[config.mk]
export PLATFORM = sky130hd
export DESIGN_NAME = delta_list_timer_manager
export DESIGN_NICKNAME = d
export VERILOG_FILES = /design/src/rtl/core/dltm_pkg.sv /design/src/rtl/core/dltm_cmd_fifo.sv /design/src/rtl/core/dltm_engine.sv /design/src/rtl/core/delta_list_timer_manager.sv
export SDC_FILE = /design/constraint.sdc
export NUM_CORES = 2
export LEC_CHECK = 0
export BUFFER_PORTS_ARGS = -buffer_cell sky130_fd_sc_hd__buf_4
export CAP_MARGIN = 20
export CORE_ASPECT_RATIO = 0.6
export CORE_UTILIZATION = 35
export CTS_CLUSTER_SIZE = 8
export DETAILED_ROUTE_END_ITERATION = 10
export PLACE_DENSITY = 0.47
export SETUP_SLACK_MARGIN = 0.4
export SYNTH_ARGS = -nofsm -noshare
export SYNTH_HDL_FRONTEND = slang
export SYNTH_SLANG_ARGS = --single-unit
export TNS_END_PERCENT = 5
[constraint.sdc]
create_clock -name clk -period 20.3 [get_ports clk]
set_input_delay 1.015 -clock clk [delete_from_list [all_inputs] [get_ports clk]]
set_output_delay 1.015 -clock clk [all_outputs]
set_load 0.05 [all_outputs]
[src/rtl/core/dltm_pkg.sv]
// ----------------------------------------------------------------------------
// dltm_pkg
// Shared types and constants for the delta-list timer manager.
// ----------------------------------------------------------------------------
package dltm_pkg;

  localparam int TableDepthDef = 16;
  localparam int DelayBitsDef  = 16;
  localparam int MaxResults    = 16;
  localparam int DelayInBits   = 16;

  typedef enum logic {
    CMD_SET  = 1'b0,
    CMD_TICK = 1'b1
  } cmd_t;

  typedef enum logic [1:0] {
    EV_SET_OK   = 2'd0,
    EV_SET_FULL = 2'd1,
    EV_EXPIRED  = 2'd2
  } event_kind_t;

  typedef struct packed {
    logic                   command;
    logic [7:0]             timer_id;
    logic [DelayInBits-1:0] delay_ticks;
  } in_item_t;

  typedef struct packed {
    logic [1:0] event_kind;
    logic [7:0] event_id;
    logic       last_event;
  } out_item_t;

endpackage

[src/rtl/core/dltm_cmd_fifo.sv]
// ----------------------------------------------------------------------------
// dltm_cmd_fifo
// Two-entry command queue between the input channel and the engine.
// ----------------------------------------------------------------------------
module dltm_cmd_fifo (
  input  logic               clk,
  input  logic               rst_n,
  input  logic               in_valid,
  output logic               in_stall,
  input  dltm_pkg::in_item_t in_data,
  output logic               q_valid,
  input  logic               q_pop,
  output dltm_pkg::in_item_t q_data
);

  dltm_pkg::in_item_t mem_r [2];
  logic               wp_r, rp_r;
  logic [1:0]         cnt_r;
  logic               push;

  assign in_stall = (cnt_r == 2'd2);
  assign push     = in_valid && !in_stall;
  assign q_valid  = (cnt_r != 2'd0);
  assign q_data   = mem_r[rp_r];

  always_ff @(posedge clk) begin
    if (!rst_n) begin
      wp_r  <= 1'b0;
      rp_r  <= 1'b0;
      cnt_r <= 2'd0;
    end else begin
      if (push) wp_r <= !wp_r;
      if (q_pop) rp_r <= !rp_r;
      cnt_r <= cnt_r + {1'b0, push} - {1'b0, q_pop};
    end
  end

  always_ff @(posedge clk) begin
    if (push) mem_r[wp_r] <= in_data;
  end

endmodule

[src/rtl/core/dltm_engine.sv]
// ----------------------------------------------------------------------------
// dltm_engine
// Delta-list table and sequencer: insertion walk, tick and expiry, result reg.
// ----------------------------------------------------------------------------
module dltm_engine #(
  parameter int TABLE_DEPTH = dltm_pkg::TableDepthDef,
  parameter int DELAY_BITS  = dltm_pkg::DelayBitsDef
) (
  input  logic                clk,
  input  logic                rst_n,
  input  logic                q_valid,
  output logic                q_pop,
  input  dltm_pkg::in_item_t  q_data,
  output logic                out_valid,
  input  logic                out_stall,
  output dltm_pkg::out_item_t out_data
);

  localparam int DW = DELAY_BITS + 2;
  localparam int PW = $clog2(TABLE_DEPTH);
  localparam int CW = $clog2(TABLE_DEPTH + 1);
  localparam int NW = $clog2(dltm_pkg::MaxResults);

  typedef enum logic [1:0] {S_IDLE, S_SET, S_TICK, S_EXP} state_t;

  state_t               state_r;
  logic [7:0]           ids_r    [TABLE_DEPTH];
  logic signed [DW-1:0] deltas_r [TABLE_DEPTH];
  logic [CW-1:0]        count_r;
  logic [PW-1:0]        pos_r;
  logic [NW-1:0]        n_r;
  logic signed [DW-1:0] remain_r;
  logic [7:0]           id_r;
  logic                 out_valid_r;
  dltm_pkg::out_item_t  out_data_r;

  logic                 can_emit;
  logic [DELAY_BITS-1:0] dl;
  logic signed [DW-1:0] dpos;
  logic                 full, walk_more, exp_last;

  assign out_valid = out_valid_r;
  assign out_data  = out_data_r;
  assign can_emit  = !out_valid_r || !out_stall;
  assign q_pop     = (state_r == S_IDLE) && q_valid;
  assign full      = (count_r == CW'(TABLE_DEPTH));
  assign dpos      = deltas_r[pos_r];
  assign walk_more = (CW'(pos_r) < count_r) && (dpos <= remain_r);
  assign exp_last  = (n_r == NW'(dltm_pkg::MaxResults - 1)) || (count_r == CW'(1)) ||
                     (deltas_r[1] > DW'(0));

  always_comb begin
    for (int b = 0; b < DELAY_BITS; b++) begin
      dl[b] = (b < dltm_pkg::DelayInBits) ? q_data.delay_ticks[b] : 1'b0;
    end
  end

  always_ff @(posedge clk) begin
    if (!rst_n) begin
      state_r     <= S_IDLE;
      count_r     <= '0;
      out_valid_r <= 1'b0;
    end else begin
      if (out_valid_r && !out_stall) out_valid_r <= 1'b0;
      case (state_r)
        S_IDLE: begin
          if (q_valid) begin
            id_r     <= q_data.timer_id;
            remain_r <= DW'({2'b00, dl});
            pos_r    <= '0;
            n_r      <= '0;
            state_r  <= (q_data.command == dltm_pkg::CMD_TICK) ? S_TICK : S_SET;
          end
        end
        S_SET: begin
          if (full) begin
            if (can_emit) begin
              out_valid_r <= 1'b1;
              out_data_r  <= '{event_kind: dltm_pkg::EV_SET_FULL, event_id: id_r,
                               last_event: 1'b1};
              state_r     <= S_IDLE;
            end
          end else if (walk_more) begin
            remain_r <= remain_r - dpos;
            pos_r    <= pos_r + PW'(1);
          end else if (can_emit) begin
            if (pos_r == '0) begin
              ids_r[0]    <= id_r;
              deltas_r[0] <= remain_r;
            end
            for (int i = 1; i < TABLE_DEPTH; i++) begin
              if (i == int'(pos_r)) begin
                ids_r[i]    <= id_r;
                deltas_r[i] <= remain_r;
              end else if (i > int'(pos_r)) begin
                ids_r[i]    <= ids_r[i-1];
                deltas_r[i] <= (i == int'(pos_r) + 1) ? deltas_r[i-1] - remain_r
                                                      : deltas_r[i-1];
              end
            end
            count_r     <= count_r + CW'(1);
            out_valid_r <= 1'b1;
            out_data_r  <= '{event_kind: dltm_pkg::EV_SET_OK, event_id: id_r,
                             last_event: 1'b1};
            state_r     <= S_IDLE;
          end
        end
        S_TICK: begin
          if (count_r == '0) begin
            state_r <= S_IDLE;
          end else begin
            deltas_r[0] <= deltas_r[0] - DW'(1);
            state_r     <= S_EXP;
          end
        end
        S_EXP: begin
          if (count_r == '0 || deltas_r[0] > DW'(0)) begin
            state_r <= S_IDLE;
          end else if (can_emit) begin
            out_valid_r <= 1'b1;
            out_data_r  <= '{event_kind: dltm_pkg::EV_EXPIRED, event_id: ids_r[0],
                             last_event: exp_last};
            for (int i = 0; i < TABLE_DEPTH - 1; i++) begin
              ids_r[i]    <= ids_r[i+1];
              deltas_r[i] <= deltas_r[i+1];
            end
            count_r <= count_r - CW'(1);
            n_r     <= n_r + NW'(1);
            if (exp_last) state_r <= S_IDLE;
          end
        end
        default: state_r <= S_IDLE;
      endcase
    end
  end

endmodule

[src/rtl/core/delta_list_timer_manager.sv]
// ----------------------------------------------------------------------------
// delta_list_timer_manager
// Delta-list software timer queue with set and tick commands.
// ----------------------------------------------------------------------------
// Input channel in_valid/in_stall/in_data carries set and tick commands into
// a two-entry command queue; the engine takes one command at a time.
// Output channel out_valid/out_stall/out_data carries result transactions
// through one output register.
// A set walks the table one entry per cycle, then writes one result.
// A tick on an empty table gives no result; otherwise it emits one expiry
// result per due timer (up to 16 per tick), and none when nothing is due.
// A set into a full table returns a reject result.
// Throughput is bounded by the single sequencer walking the table.
// Reset empties the table and the queue; no clearing pass is needed.
// While the receiver stalls, the engine holds its next result and the input
// queue fills, then in_stall rises.
// ----------------------------------------------------------------------------
module delta_list_timer_manager #(
  parameter int TABLE_DEPTH = dltm_pkg::TableDepthDef,
  parameter int DELAY_BITS  = dltm_pkg::DelayBitsDef
) (
  input  logic                clk,
  input  logic                rst_n,
  input  logic                in_valid,
  output logic                in_stall,
  input  dltm_pkg::in_item_t  in_data,
  output logic                out_valid,
  input  logic                out_stall,
  output dltm_pkg::out_item_t out_data
);

  logic               q_valid, q_pop;
  dltm_pkg::in_item_t q_data;

  dltm_cmd_fifo u_fifo (
    .clk      (clk),
    .rst_n    (rst_n),
    .in_valid (in_valid),
    .in_stall (in_stall),
    .in_data  (in_data),
    .q_valid  (q_valid),
    .q_pop    (q_pop),
    .q_data   (q_data)
  );

  dltm_engine #(
    .TABLE_DEPTH (TABLE_DEPTH),
    .DELAY_BITS  (DELAY_BITS)
  ) u_engine (
    .clk       (clk),
    .rst_n     (rst_n),
    .q_valid   (q_valid),
    .q_pop     (q_pop),
    .q_data    (q_data),
    .out_valid (out_valid),
    .out_stall (out_stall),
    .out_data  (out_data)
  );

endmodule
# Yosys cells after proc, flatten, opt, wreduce, memory -nomap -nowiden
# Memories as Yosys holds them, arrays and structs flattened. A register that Yosys moved wholly into a read port is not among the register bits.
# Index checks and enable logic that the tools add are counted.
# totals
memories	3
regBits	57
ramBits	466
out_inout_bits	13
in_bits	29
elab_cells	555
# mem_list
name	depth	word_bits	read_ports	rd_ports_with_merged_regs	wr	line	source
u_engine.deltas_r	16	18	17	1	16	dltm_engine.sv:28	logic signed [DW-1:0] deltas_r [TABLE_DEPTH];
u_engine.ids_r	16	8	16	0	16	dltm_engine.sv:27	logic [7:0] ids_r [TABLE_DEPTH];
u_fifo.mem_r	2	25	1	1	1	dltm_cmd_fifo.sv:16	dltm_pkg::in_item_t mem_r [2];
# classes
reduce_logical	26
muxes	362
n_bitwise	61
add_sub_neg	24
eq_ne	47
n_lt_le_gt_ge	19
# op_table
cell	n
$mux W18	49
$sub A18 B18 Y18	16
$eq A5 B32 Y1 const A	8
$mux W1	250
$mux W8	30
$eq A4 B32 Y1 const A	4
$mux W11	6
$eq A3 B32 Y1 const A	2
$or A1 B1 Y1	61
$gt A18 B1 Y1 const B	2
$pmux W18 S2	1
$eq A2 B32 Y1 const A	1
$eq A4 B4 Y1 const A	8
$gt A4 B4 Y1 const A	8
$mux W5	5
$mux W4	6
$pmux W11 S2	1
$le A18 B18 Y1	1
$mux W2	9
$sub A18 B2 Y18 const B	1
$eq A3 B4 Y1 const A	4
$gt A3 B4 Y1 const A	4
$pmux W4 S2	2
$reduce_and A6 Y1	2
other kinds (33)	58

# Longest topological paths before layout
# depth
word_depth	11
ltp_mapped	18

# Hierarchy
# From an unflattened synthesis, not the netlist that was laid out.
# unflattened
cells_unflattened	4310
area_unflattened_um2	41115.7
# modules_own_cells
mod	n_inst	area_per_inst_um2	seq_area_each_um2	cells_per_inst
dltm_engine	1	38979.9	14083.5	4207
dltm_cmd_fifo	1	2135.8	1601.5	103

# Least setup slack after synthesis
# Ideal clock, no wire load.
# synth_path
kind	register -> register
start	register with a tool-made name
end	memory u_engine.deltas_r[1][0] (netlist name), enable pin
stages_incl_launch_ff	18
t_arrival_ps	5919
setup_time_ps	445
required_time_ps	19855
slack_ps	13936
cell_sequence	dfxtp_1 clkbuf_1 buf_1 mux4_2 mux4_2 inv_1 ha_1 a21o_1 a21o_1 o21ai_1 nand3_1 a22oi_4 and4_1 buf_6 nand2_1 buf_4 buf_2 o21ai_0
# synth_lines
item	line
end, declared	dltm_engine.sv:28

==> run metrics <==
Tcrit/Tclk final 38.0%; Final Hold Violating Endpoints 0; met3 routed WL 15300 microns; Worst setup EP type flop; area share of and/or/nand/nor cells after synthesis 15.8%; minimum clock period 7.72 ns; ys async rst share 0%; worst skew pair latency 0.70 ns; status completed; DRT met1 WL 83300 microns; register area share after synthesis 37.7%; hpwl dp 123000 microns; Hold Buf Count CTS 0; Worst setup SP type flop; Avg Cell Area, Syn 9.33 sq um; register bit total from synthesis 528; Tot GR Track Use 26.2%; Power Dens Cells 129 nW/um^2; drt first pass iters 6; first-pass GRT wire length 232000 microns; worst hold path class in -> reg; RSZ-0062 raised after global routing false; Crit Path Class reg -> reg; max cap viols 0; Core Region 117000 sq um; Post-CTS Resized 0; Ys Warns 0; Post-synth EDFFs 511; grt ovf 0; Most used DFF post-synth edfxtp_1; Post CTS Setup Buffer Count 0; post-DR vias/cell 6.02; vias in the first global route 32400; final WL 160000 microns; Worst VDD drop 57.2 uV; Worst-Margin Slew 1.16 ns; Max Slew Vio Count 0; post-synthesis cell type count 94; final instance area 46000 sq um; Max-slew headroom 22.8%; row count 97; setup slack at placement 12.62 ns; initial antenna violation count 7; Port Buffers 41; DRC 0; multiplexer share of the synthesized area 7.21%; Final setup viols 0; largest net degree at the start of global routing 145; Post-Synth Adder-Cell Area 9.53%; Pleak 0.0173 uW; crit-path max FO 36; clock sinks 528; Synth Area in XOR/XNOR 4.42%; synthesized cell area 41600 sq um; clk buf depth 3; DRT antenna net count 0; Initial Utilization 35.5%; Peak Freq 130 MHz; commonest non-fill, non-tap cell in the layout nand2_1; commonest non-fill, non-tap cells in the layout nand2_1, edfxtp_1, nor2_1, o21ai_0, a21oi_1; DR top layer met5; layout cell share with drive strength beyond 1 9.08%; Critical Path RT 20.86 ns; Layout Nets 4763; 1st-iter DRT viols 4702; main combinational cell family by area after synthesis compound AO/OA/AOI/OAI gates; Met2 Wirelength 58900 microns; final clock skew 0.0375 ns; average wire per standard cell 26.4 microns; Clk pin slew, worst setup/hold paths 0.06 ns; Final WS setup 12.58 ns; Worst Path Arrival 8.28 ns; I/O pin cnt 42; CTS tree yes; cell count after placement 5924; Layout Cells excl Fill 6045; Compound-Gate Fraction of Synth Area 21.3%; CTS Buf Count 76; root buf cell clkbuf_16; die area 120000 sq um; syn nets 4794; Vias 36400; Area after DPL 43700 sq um; Mapped Cells 4458; gpl congestion 0.906; area grow syn2layout 10.8%; die width 447 microns; setup_tns 0 ns; Die Height 269 microns; htree depth 3
-- stage by stage --
step | utilization (%) | power, uW | hold WS, ns
finish | 39.3 | 5930 | 0.506
global route | 39.3 | 6260 | 0.480
CTS | 39.1 | 5880 | 0.464
detailed placement | 37.3 | 4600 | 0.499
global placement | 37.2 | 4590 | 0.501
floorplan | - | 3660 | 0.481
-- routing by layer --
layer | track usage [%] | vias up
met5 | 0 | -
met4 | 4.28 | 8
met3 | 5.61 | 141
met2 | 32.8 | 1659
met1 | 44.1 | 17800
li1 | - | 16800
-- kinds of logic after synthesis --
group | after synthesis
mux | 184
xor+xnor | 210
buf+inv | 409
fa+ha+maj | 307
compound gates | 1357
flops | 528
simple gates | 1463
-- power breakdown --
group	internal (uW)	switching, uW
logic	1160	1880
registers	1450	179
clock network	703	551
total	3320	2610
-- critical path, cell delays in order (launching register included) --
cell      delay, ns
dfxtp_4        0.57
buf_4          0.63
buf_4          0.69
mux4_2         0.60
mux4_2         0.49
inv_1          0.07
ha_1           0.25
nor2b_1        0.15
o21ai_1        0.23
a21o_1         0.17
a21oi_1        0.23
o211ai_2       0.65
nand3_2        0.39
inv_2          0.78
nand2_1        0.81
or4_1          0.71
nand3_1        0.08
-- path summary, 6_finish.rpt --
path | from | endpoint | slack, ns | depth (start not counted)
setup reg to reg | flop | u_engine.deltas_r[13][17] | 12.58 | 16
hold reg to reg | u_fifo.rp_r | flop | 0.52 | 2
setup / recovery | flop | u_engine.deltas_r[13][17] | 12.58 | 16
hold / removal | in_data[12] | u_fifo.mem_r[0][12] | 0.51 | 1
-- cell type report --
class,instances,area (sq um)
flip-flops and latches,528,15700
repair buffers,144,1210
fillers,11700,71200
clock inverters,8,185
diodes,1,2.50
clock buffers,103,2000
inverters,156,586
well taps,1584,1980
multi-input cells,3521,24400
-- state kept, by name, indices dropped and copies added (netlist names), named ones only --
signal,count
u_engine.count_r,5
u_engine.deltas_r,288
u_engine.id_r,8
u_engine.ids_r,128
u_engine.n_r,4
u_engine.out_data,11
u_engine.out_valid,1
u_engine.pos_r,4
u_engine.remain_r,18
u_engine.state_r,2
u_fifo.cnt_r,2
u_fifo.mem_r,50
u_fifo.rp_r,1
u_fifo.wp_r,1
-- Yosys cell counts (16+ instances only) --
cell	instances	area share (%)
o211ai_1	58	1.0
edfxtp_1	511	37
a22oi_1	97	1.8
nand4_1	16	0.24
a21o_1	60	1.1
a211oi_1	59	1.1
o21a_1	40	0.72
xnor2_1	109	2.3
ha_1	291	8.8
nand2b_1	42	0.63
clkbuf_1	162	1.5
buf_2	65	0.78
o221ai_1	18	0.38
xor2_1	101	2.1
buf_1	17	0.15
mux4_2	90	4.9
o21bai_1	17	0.31
nand2_1	597	5.4
and2_1	25	0.38
mux2_2	23	0.62
nor2b_1	61	0.92
o21ai_0	352	4.2
fa_1	16	0.77
o31ai_1	20	0.36
nor2_1	388	3.5
or3_1	47	0.71
a221o_1	65	1.6
dfxtp_1	17	0.82
nand3_1	64	0.77
nor3_1	116	1.4
a21oi_1	321	3.9
a31oi_1	86	1.3
and3_1	35	0.53
a222oi_1	22	0.53
inv_1	153	1.4
mux2i_1	71	1.7
(Power assumes the default switching activity.)
